`src/hw/rtl/pdx_pkg.sv`:
```
package pdx_pkg;

   // body buffer depth, 1 to 64
   localparam int BODY_DEPTH = 32;
   localparam int ADDR_W     = (BODY_DEPTH > 1) ? $clog2(BODY_DEPTH) : 1;
   localparam int CNT_W      = 6;
   localparam int BYTE_W     = 8;
   localparam int TMO_W      = 24;
   localparam int CSR_DATA_W = 24;
   localparam int CSR_IDX_W  = 2;

   localparam logic [BYTE_W-1:0] DEPTH_BYTE = BYTE_W'(BODY_DEPTH);
   localparam logic [TMO_W-1:0]  TIMEOUT_MAX = 24'hFF_FFFF;

   localparam logic [BYTE_W-1:0] START_RESET = 8'hAA;
   localparam logic [BYTE_W-1:0] STOP_RESET  = 8'h55;
   localparam logic [CNT_W-1:0]  MAXB_RESET  = 6'd32;

   localparam logic CMD_BYTE = 1'b0;
   localparam logic CMD_IDLE = 1'b1;

   localparam logic KIND_BODY = 1'b0;
   localparam logic KIND_ERR  = 1'b1;

   typedef enum logic [CSR_IDX_W-1:0] {
      CSR_START   = 2'd0,
      CSR_STOP    = 2'd1,
      CSR_MAXBODY = 2'd2,
      CSR_TIMEOUT = 2'd3
   } csr_index_type;

   typedef enum logic [2:0] {
      PH_HUNT = 3'd0,
      PH_SIZE = 3'd1,
      PH_TYPE = 3'd2,
      PH_BODY = 3'd3,
      PH_STOP = 3'd4,
      PH_CSUM = 3'd5
   } phase_type;

   typedef struct packed {
      logic [BYTE_W-1:0] start_byte;
      logic [BYTE_W-1:0] stop_byte;
      logic [CNT_W-1:0]  max_body;
      logic [TMO_W-1:0]  timeout_ticks;
   } cfg_type;

   typedef struct packed {
      logic              en;
      logic [ADDR_W-1:0] addr;
      logic [BYTE_W-1:0] data;
   } ram_wr_type;

   typedef struct packed {
      logic              en;
      logic [ADDR_W-1:0] addr;
   } ram_rd_type;

   // run request from the parser to the emitter
   typedef struct packed {
      logic              start;
      logic              good;
      logic [CNT_W-1:0]  length;
      logic [BYTE_W-1:0] mtype;
   } emit_cmd_type;

endpackage

```
`src/hw/rtl/pdx_body_ram.sv`:
```
module pdx_body_ram (
   input  logic                             clock,
   input  pdx_pkg::ram_wr_type              wr,
   input  pdx_pkg::ram_rd_type              rd,
   output logic [pdx_pkg::BYTE_W-1:0]       rd_data
);

   logic [pdx_pkg::BYTE_W-1:0] mem [pdx_pkg::BODY_DEPTH];
   logic [pdx_pkg::BYTE_W-1:0] rd_data_ff;

   always_ff @(posedge clock) begin
      if (wr.en) begin
         mem[wr.addr] <= wr.data;
      end
   end

   // read data holds until the next read
   always_ff @(posedge clock) begin
      if (rd.en) begin
         rd_data_ff <= mem[rd.addr];
      end
   end

   assign rd_data = rd_data_ff;

endmodule

```
`src/hw/rtl/pdx_frame_fsm.sv`:
```
module pdx_frame_fsm (
   input  logic                          clock,
   input  logic                          reset,
   input  logic                          accept,
   input  logic                          command,
   input  logic [pdx_pkg::BYTE_W-1:0]    rx_byte,
   input  pdx_pkg::cfg_type              cfg,
   output pdx_pkg::ram_wr_type           ram_wr,
   output pdx_pkg::emit_cmd_type         emit_cmd
);

   pdx_pkg::phase_type phase_ff, phase_in;
   logic [pdx_pkg::BYTE_W-1:0] xor_ff, xor_in;
   logic [pdx_pkg::CNT_W-1:0]  len_ff, len_in;
   logic [pdx_pkg::BYTE_W-1:0] type_ff, type_in;
   logic [pdx_pkg::CNT_W-1:0]  count_ff, count_in;
   logic [pdx_pkg::TMO_W-1:0]  idle_ff, idle_in;

   logic [pdx_pkg::TMO_W-1:0]  idle_inc;
   logic [pdx_pkg::TMO_W-1:0]  idle_lim;
   logic                       idle_abort;
   logic [pdx_pkg::BYTE_W-1:0] body_lim;
   logic                       size_bad;
   logic [pdx_pkg::CNT_W-1:0]  count_inc;
   logic                       is_start;
   logic                       is_stop;

   assign idle_inc   = idle_ff + 1'b1;
   assign idle_lim   = (cfg.timeout_ticks == '0) ? pdx_pkg::TMO_W'(1) : cfg.timeout_ticks;
   assign idle_abort = (idle_inc >= idle_lim);
   assign body_lim   = ({2'b00, cfg.max_body} > pdx_pkg::DEPTH_BYTE) ? pdx_pkg::DEPTH_BYTE
                                                                   : {2'b00, cfg.max_body};
   assign size_bad   = (rx_byte == '0) || (rx_byte > body_lim);
   assign count_inc  = count_ff + 1'b1;
   assign is_start   = (rx_byte == cfg.start_byte);
   assign is_stop    = (rx_byte == cfg.stop_byte);

   // next phase
   always_comb begin
      phase_in = phase_ff;
      if (accept) begin
         if (command == pdx_pkg::CMD_IDLE) begin
            unique case (phase_ff)
               pdx_pkg::PH_SIZE, pdx_pkg::PH_TYPE, pdx_pkg::PH_BODY,
               pdx_pkg::PH_STOP, pdx_pkg::PH_CSUM: begin
                  if (idle_abort) phase_in = pdx_pkg::PH_HUNT;
               end
               default: phase_in = pdx_pkg::PH_HUNT;
            endcase
         end else begin
            unique case (phase_ff)
               pdx_pkg::PH_SIZE: phase_in = size_bad ? pdx_pkg::PH_HUNT : pdx_pkg::PH_TYPE;
               pdx_pkg::PH_TYPE: phase_in = pdx_pkg::PH_BODY;
               pdx_pkg::PH_BODY: begin
                  if (count_inc >= len_ff) phase_in = pdx_pkg::PH_STOP;
               end
               pdx_pkg::PH_STOP: phase_in = is_stop ? pdx_pkg::PH_CSUM : pdx_pkg::PH_HUNT;
               pdx_pkg::PH_CSUM: phase_in = pdx_pkg::PH_HUNT;
               default: phase_in = is_start ? pdx_pkg::PH_SIZE : pdx_pkg::PH_HUNT;
            endcase
         end
      end
   end

   // datapath and outputs
   always_comb begin
      xor_in          = xor_ff;
      len_in          = len_ff;
      type_in         = type_ff;
      count_in        = count_ff;
      idle_in         = idle_ff;
      ram_wr.en       = 1'b0;
      ram_wr.addr     = count_ff[pdx_pkg::ADDR_W-1:0];
      ram_wr.data     = rx_byte;
      emit_cmd.start  = 1'b0;
      emit_cmd.good   = (xor_ff == rx_byte);
      emit_cmd.length = len_ff;
      emit_cmd.mtype  = type_ff;
      if (accept) begin
         if (command == pdx_pkg::CMD_IDLE) begin
            unique case (phase_ff)
               pdx_pkg::PH_SIZE, pdx_pkg::PH_TYPE, pdx_pkg::PH_BODY,
               pdx_pkg::PH_STOP, pdx_pkg::PH_CSUM: begin
                  if (idle_abort) begin
                     xor_in   = '0;
                     count_in = '0;
                     idle_in  = '0;
                  end else begin
                     idle_in  = idle_inc;
                  end
               end
               default: begin
                  xor_in   = '0;
                  count_in = '0;
                  idle_in  = '0;
               end
            endcase
         end else begin
            idle_in = '0;
            unique case (phase_ff)
               pdx_pkg::PH_SIZE: begin
                  if (size_bad) begin
                     xor_in   = '0;
                     count_in = '0;
                  end else begin
                     len_in = rx_byte[pdx_pkg::CNT_W-1:0];
                     xor_in = xor_ff ^ rx_byte;
                  end
               end
               pdx_pkg::PH_TYPE: begin
                  type_in  = rx_byte;
                  xor_in   = xor_ff ^ rx_byte;
                  count_in = '0;
               end
               pdx_pkg::PH_BODY: begin
                  ram_wr.en = 1'b1;
                  count_in  = count_inc;
                  xor_in    = xor_ff ^ rx_byte;
               end
               pdx_pkg::PH_STOP: begin
                  if (is_stop) begin
                     xor_in = xor_ff ^ rx_byte;
                  end else begin
                     xor_in   = '0;
                     count_in = '0;
                  end
               end
               pdx_pkg::PH_CSUM: begin
                  emit_cmd.start = 1'b1;
                  xor_in         = '0;
                  count_in       = '0;
               end
               default: begin
                  xor_in   = is_start ? rx_byte : '0;
                  count_in = '0;
               end
            endcase
         end
      end
   end

   always_ff @(posedge clock) begin
      if (reset) begin
         phase_ff <= pdx_pkg::PH_HUNT;
         xor_ff   <= '0;
         len_ff   <= '0;
         type_ff  <= '0;
         count_ff <= '0;
         idle_ff  <= '0;
      end else begin
         phase_ff <= phase_in;
         xor_ff   <= xor_in;
         len_ff   <= len_in;
         type_ff  <= type_in;
         count_ff <= count_in;
         idle_ff  <= idle_in;
      end
   end

endmodule

```
`src/hw/rtl/pdx_emit_unit.sv`:
```
module pdx_emit_unit (
   input  logic                          clock,
   input  logic                          reset,
   input  pdx_pkg::emit_cmd_type         emit_cmd,
   output pdx_pkg::ram_rd_type           ram_rd,
   input  logic [pdx_pkg::BYTE_W-1:0]    ram_data,
   output logic                          busy,
   output logic                          rsp_valid,
   input  logic                          rsp_ready,
   output logic                          rsp_out_kind,
   output logic [pdx_pkg::BYTE_W-1:0]    rsp_body_byte,
   output logic [pdx_pkg::BYTE_W-1:0]    rsp_message_type,
   output logic [pdx_pkg::CNT_W-1:0]     rsp_body_length,
   output logic                          rsp_last_of_run
);

   logic                       active_ff, active_in;
   logic [pdx_pkg::CNT_W-1:0]  idx_ff, idx_in;
   logic [pdx_pkg::CNT_W-1:0]  len_ff, len_in;
   logic [pdx_pkg::BYTE_W-1:0] mtype_ff, mtype_in;
   logic                       pend_ff, pend_in;
   logic                       pend_err_ff, pend_err_in;
   logic                       pend_last_ff, pend_last_in;
   logic                       valid_ff, valid_in;
   logic                       kind_ff, kind_in;
   logic [pdx_pkg::BYTE_W-1:0] byte_ff, byte_in;
   logic [pdx_pkg::BYTE_W-1:0] otype_ff, otype_in;
   logic [pdx_pkg::CNT_W-1:0]  olen_ff, olen_in;
   logic                       olast_ff, olast_in;

   logic                       load;
   logic                       issue;
   logic [pdx_pkg::CNT_W-1:0]  idx_inc;

   assign load    = pend_ff && (!valid_ff || rsp_ready);
   assign issue   = active_ff && (!pend_ff || load);
   assign idx_inc = idx_ff + 1'b1;

   assign ram_rd.en   = issue;
   assign ram_rd.addr = idx_ff[pdx_pkg::ADDR_W-1:0];
   assign busy        = active_ff || pend_ff;

   always_comb begin
      active_in    = active_ff;
      idx_in       = idx_ff;
      len_in       = len_ff;
      mtype_in     = mtype_ff;
      pend_in      = pend_ff;
      pend_err_in  = pend_err_ff;
      pend_last_in = pend_last_ff;
      if (emit_cmd.start) begin
         len_in   = emit_cmd.length;
         mtype_in = emit_cmd.mtype;
         idx_in   = '0;
         if (emit_cmd.good) begin
            active_in = 1'b1;
         end else begin
            pend_in      = 1'b1;
            pend_err_in  = 1'b1;
            pend_last_in = 1'b1;
         end
      end else if (issue) begin
         idx_in       = idx_inc;
         active_in    = (idx_inc != len_ff);
         pend_in      = 1'b1;
         pend_err_in  = 1'b0;
         pend_last_in = (idx_inc == len_ff);
      end else if (load) begin
         pend_in = 1'b0;
      end
   end

   always_comb begin
      valid_in = valid_ff;
      kind_in  = kind_ff;
      byte_in  = byte_ff;
      otype_in = otype_ff;
      olen_in  = olen_ff;
      olast_in = olast_ff;
      if (load) begin
         valid_in = 1'b1;
         kind_in  = pend_err_ff ? pdx_pkg::KIND_ERR : pdx_pkg::KIND_BODY;
         byte_in  = pend_err_ff ? '0 : ram_data;
         otype_in = mtype_ff;
         olen_in  = len_ff;
         olast_in = pend_last_ff;
      end else if (rsp_ready) begin
         valid_in = 1'b0;
      end
   end

   always_ff @(posedge clock) begin
      if (reset) begin
         active_ff <= 1'b0;
         pend_ff   <= 1'b0;
         valid_ff  <= 1'b0;
      end else begin
         active_ff <= active_in;
         pend_ff   <= pend_in;
         valid_ff  <= valid_in;
      end
   end

   always_ff @(posedge clock) begin
      idx_ff       <= idx_in;
      len_ff       <= len_in;
      mtype_ff     <= mtype_in;
      pend_err_ff  <= pend_err_in;
      pend_last_ff <= pend_last_in;
      kind_ff      <= kind_in;
      byte_ff      <= byte_in;
      otype_ff     <= otype_in;
      olen_ff      <= olen_in;
      olast_ff     <= olast_in;
   end

   assign rsp_valid        = valid_ff;
   assign rsp_out_kind     = kind_ff;
   assign rsp_body_byte    = byte_ff;
   assign rsp_message_type = otype_ff;
   assign rsp_body_length  = olen_ff;
   assign rsp_last_of_run  = olast_ff;

   a_idx_in_range: assert property (@(posedge clock) disable iff (reset)
      active_ff |-> (idx_ff < len_ff))
      else $error("read index past frame length");

   a_issue_fills: assert property (@(posedge clock) disable iff (reset)
      issue |=> pend_ff)
      else $error("issued read not marked pending");

   a_no_overlap: assert property (@(posedge clock) disable iff (reset)
      emit_cmd.start |-> (!active_ff && !pend_ff))
      else $error("new run while previous run in flight");

   a_err_is_last: assert property (@(posedge clock) disable iff (reset)
      (pend_ff && pend_err_ff) |-> pend_last_ff)
      else $error("error beat not flagged last");

endmodule

```
`src/hw/rtl/packet_deframer_xor_checksum_core.sv`:
```
// channel   | ports                                   | direction
// ----------+-----------------------------------------+----------
// request   | req_valid/req_ready, req_command,       | in
//           | req_rx_byte                             |
// response  | rsp_valid/rsp_ready, rsp_out_kind,      | out
//           | rsp_body_byte, rsp_message_type,        |
//           | rsp_body_length, rsp_last_of_run        |
// csr       | csr_we, csr_index, csr_wdata            | in
//
// One request beat per cycle while no run is in flight.
// A good CHECK starts a run of body_length beats read from the body RAM: the emitter
// goes active, reads the RAM, then registers each beat; one per cycle while rsp_ready is high.
// A bad CHECK gives one error beat, passed from the pending register to the response register.
// req_ready is low from the CHECK edge until the last beat is loaded.
// Synchronous reset clears control state; the body RAM is never read unwritten.
module packet_deframer_xor_checksum_core (
   input  logic                                 clock,
   input  logic                                 reset,
   input  logic                                 req_valid,
   output logic                                 req_ready,
   input  logic                                 req_command,
   input  logic [pdx_pkg::BYTE_W-1:0]           req_rx_byte,
   output logic                                 rsp_valid,
   input  logic                                 rsp_ready,
   output logic                                 rsp_out_kind,
   output logic [pdx_pkg::BYTE_W-1:0]           rsp_body_byte,
   output logic [pdx_pkg::BYTE_W-1:0]           rsp_message_type,
   output logic [pdx_pkg::CNT_W-1:0]            rsp_body_length,
   output logic                                 rsp_last_of_run,
   input  logic                                 csr_we,
   input  logic [pdx_pkg::CSR_IDX_W-1:0]        csr_index,
   input  logic [pdx_pkg::CSR_DATA_W-1:0]       csr_wdata
);

   pdx_pkg::cfg_type      cfg_ff, cfg_in;
   pdx_pkg::ram_wr_type   ram_wr;
   pdx_pkg::ram_rd_type   ram_rd;
   pdx_pkg::emit_cmd_type emit_cmd;
   logic [pdx_pkg::BYTE_W-1:0] ram_data;
   logic                  busy;
   logic                  accept;

   // config registers; the user writes them only while no frame is in flight, unchecked by the block
   always_comb begin
      cfg_in = cfg_ff;
      if (csr_we) begin
         unique case (pdx_pkg::csr_index_type'(csr_index))
            pdx_pkg::CSR_START:   cfg_in.start_byte    = csr_wdata[pdx_pkg::BYTE_W-1:0];
            pdx_pkg::CSR_STOP:    cfg_in.stop_byte     = csr_wdata[pdx_pkg::BYTE_W-1:0];
            pdx_pkg::CSR_MAXBODY: cfg_in.max_body      = csr_wdata[pdx_pkg::CNT_W-1:0];
            pdx_pkg::CSR_TIMEOUT: cfg_in.timeout_ticks = csr_wdata[pdx_pkg::TMO_W-1:0];
         endcase
      end
   end

   always_ff @(posedge clock) begin
      if (reset) begin
         cfg_ff.start_byte    <= pdx_pkg::START_RESET;
         cfg_ff.stop_byte     <= pdx_pkg::STOP_RESET;
         cfg_ff.max_body      <= pdx_pkg::MAXB_RESET;
         cfg_ff.timeout_ticks <= pdx_pkg::TIMEOUT_MAX;
      end else begin
         cfg_ff <= cfg_in;
      end
   end

   // intake stalls only while a run drains
   assign req_ready = !busy;
   assign accept    = req_valid && req_ready;

   pdx_frame_fsm u_fsm (
      .clock    (clock),
      .reset    (reset),
      .accept   (accept),
      .command  (req_command),
      .rx_byte  (req_rx_byte),
      .cfg      (cfg_ff),
      .ram_wr   (ram_wr),
      .emit_cmd (emit_cmd)
   );

   pdx_body_ram u_ram (
      .clock   (clock),
      .wr      (ram_wr),
      .rd      (ram_rd),
      .rd_data (ram_data)
   );

   pdx_emit_unit u_emit (
      .clock            (clock),
      .reset            (reset),
      .emit_cmd         (emit_cmd),
      .ram_rd           (ram_rd),
      .ram_data         (ram_data),
      .busy             (busy),
      .rsp_valid        (rsp_valid),
      .rsp_ready        (rsp_ready),
      .rsp_out_kind     (rsp_out_kind),
      .rsp_body_byte    (rsp_body_byte),
      .rsp_message_type (rsp_message_type),
      .rsp_body_length  (rsp_body_length),
      .rsp_last_of_run  (rsp_last_of_run)
   );

endmodule
```
`config.mk`:
```
export PLATFORM = sky130hd
export DESIGN_NAME = packet_deframer_xor_checksum_core
export DESIGN_NICKNAME = d
export VERILOG_FILES = /design/src/hw/rtl/pdx_pkg.sv /design/src/hw/rtl/pdx_body_ram.sv /design/src/hw/rtl/pdx_frame_fsm.sv /design/src/hw/rtl/pdx_emit_unit.sv /design/src/hw/rtl/packet_deframer_xor_checksum_core.sv
export SDC_FILE = /design/constraint.sdc
export NUM_CORES = 1
export LEC_CHECK = 0
export BUFFER_PORTS_ARGS = -buffer_cell sky130_fd_sc_hd__buf_4
export CAP_MARGIN = 20
export CORE_ASPECT_RATIO = 0.9
export CORE_MARGIN = 4
export CORE_UTILIZATION = 30
export CTS_BUF_LIST = sky130_fd_sc_hd__clkbuf_2
export CTS_CLUSTER_SIZE = 28
export DETAILED_ROUTE_END_ITERATION = 8
export PLACE_DENSITY_LB_ADDON = 0.15
export SYNTH_ARGS = -nofsm -noshare
export SYNTH_HDL_FRONTEND = slang
export SYNTH_SLANG_ARGS = --single-unit
```
`constraint.sdc`:
```
create_clock -name clock -period 4.9 [get_ports clock]
set_clock_uncertainty 0.1 [all_clocks]
set_input_delay 0.98 -clock clock [delete_from_list [all_inputs] [get_ports clock]]
set_output_delay 0.98 -clock clock [all_outputs]
set_load 0.01 [all_outputs]
```
==> flow_metrics.env <==
export IMPL_wl_mm=44.48
export IMPL_syn_inst=1197
export IMPL_hp_class="input pin to flop"
export IMPL_fill_cells=5709
export IMPL_clk_latency_ns=1.07
export IMPL_first_pass_iters=5
export IMPL_ys_flop_type="edfxtp_1"
export IMPL_grt_pass1_wl_mm=67.34
export IMPL_power_internal_mw=5.286
export IMPL_holdBufCountCts=25
export IMPL_core_um2=58330
export IMPL_sequentialPowerShare_pct=52.8
export IMPL_wl_per_cell_um=20.01
export IMPL_combPwrFrac_pct=14.9
export IMPL_antenna_found_initial=4
export IMPL_syn_nets=1279
export IMPL_path_clk_slew_ns=0.11
export IMPL_p_switching_mw=2.076
export IMPL_cts_setup_buffers=0
export IMPL_ioPinCount=66
export IMPL_yosys_warnings=0
export IMPL_initial_utilization_pct=30.23
export IMPL_rows=84
export IMPL_synth_most_common_cell="edfxtp_1"
export IMPL_power_share_clock_pct=32.3
export IMPL_grt_pass1_vias=10600
export IMPL_powerDensity_nw_per_um2=363.5
export IMPL_setup_tns_ns=0
export IMPL_critPathMaxStageDelay_ns=0.54
export IMPL_hold_violations=0
export IMPL_syn_to_final_growth_pct=14.86
export IMPL_crit_fanout=18
export IMPL_max_clock_path_buffers=3
export IMPL_min_period_over_period_pct=85.73
export IMPL_htree_levels=3
export IMPL_yosysTopAreaCell="edfxtp_1"
export IMPL_die_area_um2=62730
export IMPL_die_y_um=238.0
export IMPL_ys_top_cells_by_area="edfxtp_1, dfxtp_1, mux4_2"
export IMPL_chipWidth_um=263.6
export IMPL_io_buffers=65
export IMPL_min_period_ns=4.201
export IMPL_crit_type="flop to flop"
export IMPL_finalWeightedCongestion=0.7447
export IMPL_timing_fmax_mhz=238.1
export IMPL_relSlewSlack_pct=32.61
export IMPL_grt_use_total_pct=14.12
export IMPL_avgSynthCellArea_um2=14.73
export IMPL_switching_share_pct=28.20
export IMPL_maxCapViolCount=0
export IMPL_numCtsBuffers=108
export IMPL_rrSetupSlack_ns=0.70
export IMPL_peakVddDrop_v=0.0002010
export IMPL_crit_path_end_kind="flop"
export IMPL_setup_viol=0
export IMPL_cts_tree="yes"
export IMPL_yosysTopAreaCellShare_pct=51.77
export IMPL_synth_area_um2=17630
export IMPL_synth_edf_count=304
export IMPL_drc_errors=0
export IMPL_crit_chain="ha_1 -> nand3_1 -> nor2_1 -> nand3_2 -> nor2b_1 -> nand2_1 -> xnor2_1 -> ha_1 -> and4_1 -> nand4_1 -> nor3_1 -> o21a_2 -> nor2_4 -> nor4_4 -> a22o_1"
export IMPL_drv_slew=0
export IMPL_status="finished, final reports clean"
export IMPL_finish_net_count=1443
export IMPL_rsz0062_at_grt="no"
export IMPL_ys_ff_latch=414
export IMPL_ys_seq_area_share_pct=64.25
export IMPL_hpwl_mm=29.00
export IMPL_postCtsResizedCells=0
export IMPL_netlist_top_cells_count="edfxtp_1, dfxtp_1, nor2_1"
export IMPL_clock_root_buffer="clkbuf_2"
export IMPL_cp_slowest_cell="nor4_4"
export IMPL_ys_async_sr_fraction_pct=0
export IMPL_ys_types=70
export IMPL_cts_num_sinks=414
export IMPL_leakage_nw=7.249
export IMPL_tightest_slew_ns=1.007
export IMPL_overflow=0
export IMPL_antenna_left=0
export IMPL_cp_common_cell="ha_1"
export IMPL_required_ns=5.76
export IMPL_grt_max_degree=60
export IMPL_post_drt_via_cell_ratio=4.773
export IMPL_cp_start_kind="flop"
export IMPL_routed_via_count=10610
export IMPL_place_ws_ns=0.8115
export IMPL_arrival_ns=5.06
export IMPL_dr_first_iter_drc_count=594
export IMPL_setup_slack_ns=0.6994
export IMPL_final_layout_size_suffix_gt1_share_pct=25.28
power by group through the flow:
stage | logic [mW] | registers (mW) | clock network, mW
after floorplan | 0.804 | 3.88 | 0
after global placement | 1.09 | 3.98 | 0
after detailed placement | 1.09 | 3.98 | 0
after CTS | 1.11 | 3.90 | 2.51
after global routing | 1.18 | 3.91 | 2.71
final | 1.09 | 3.89 | 2.38
through the flow:
stage / hold slack [ns] / area [um2] / power (mW) / std cells / util, %
finish: 0.1735 / 20250 / 7.362 / 2223 / 34.72
floorplan: 0.3003 / 17630 / 4.682 / 1197 / -
global placement: 0.3038 / 19010 / 5.072 / 2000 / 32.58
CTS: 0.002017 / 20250 / 7.519 / 2222 / 34.72
detailed placement: 0.3045 / 19010 / 5.073 / 2000 / 32.58
global route: 0.03512 / 20250 / 7.795 / 2223 / 34.72
layout by cell type (no fill, tap or decap), drive strengths merged, types with 20 or more instances in the layout:
cell type,instances
a21oi,37
clkinv,32
o211ai,28
buf,92
xor2,36
inv,45
dfxtp,110
xnor2,24
ha,42
nand2,80
mux2i,37
nand3,29
nor2,89
edfxtp,304
o21ai,20
clkbuf,161
dlygate4sd3,25
mux4,80
cell families after synthesis:
family / share of synthesized area, %
adder cells (fa/ha/maj): 2.980
multiplexers: 13.02
AND/OR/NAND/NOR: 8.607
AO/OA/AOI/OAI: 5.478
flip-flops: 64.25
XOR/XNOR: 2.980
buffers and inverters: 2.682
per-layer routing:
metal  vias to the layer above  global-route usage, %  wire length, um
met5                         -                      0                0
met1                      5304                  21.18            22060
met2                       239                  20.38            19400
met4                         0                  5.020              903
li1                       4998                      -                -
met3                        69                  2.794             2112
registers in the layout, indices dropped and copies added, names as in the netlist, 3 cells and up:
| signal | cells |
|---|---|
| u_emit.rsp_body_length | 6 |
| u_ram.rd_data | 8 |
| u_emit.rsp_body_byte | 8 |
| u_fsm.count_ff | 6 |
| u_fsm.xor_ff | 8 |
| u_fsm.idle_ff | 24 |
| u_fsm.type_ff | 8 |
| u_emit.idx_ff | 6 |
| u_ram.mem | 256 |
| cfg_ff | 46 |
| u_fsm.len_ff | 6 |
| u_fsm.phase_ff | 3 |
| u_emit.mtype_ff | 8 |
| u_emit.len_ff | 6 |
| u_emit.rsp_message_type | 8 |
final cells by class:
| type | count | area (um2) | share of cell area, % |
|---|---|---|---|
| Antenna cell | 1 | 2.502 | 0.01235 |
| Clock buffer | 161 | 805.8 | 3.978 |
| Clock inverter | 36 | 188.9 | 0.9328 |
| Inverter | 44 | 165.2 | 0.8154 |
| Multi-Input combinational cell | 676 | 5834 | 28.81 |
| Sequential cell | 414 | 11340 | 55.97 |
| Tap cell | 774 | 968.4 | 4.781 |
| Timing Repair Buffer | 117 | 953.4 | 4.707 |
path summary, 6_finish.rpt:
check | start | endpoint | cells after the start
worst max-delay path | u_fsm.idle_ff[0] | u_fsm.xor_ff[4] | 15
worst min-delay path | reset | cfg_ff[24] | 2
worst max register to register | u_fsm.idle_ff[0] | u_fsm.xor_ff[4] | 15
worst min register to register | u_emit.mtype_ff[4] | u_emit.rsp_message_type[4] | 0
worst max-delay path, delay by kind of cell, from the launching register on:
family | cells | cell delay, ns
AO/OA/AOI/OAI | 2 | 0.49
XOR/XNOR | 1 | 0.15
flip-flops | 1 | 0.42
AND/OR/NAND/NOR | 10 | 2.39
adder cells (fa/ha/maj) | 2 | 0.55
(Power assumes the default switching activity.)
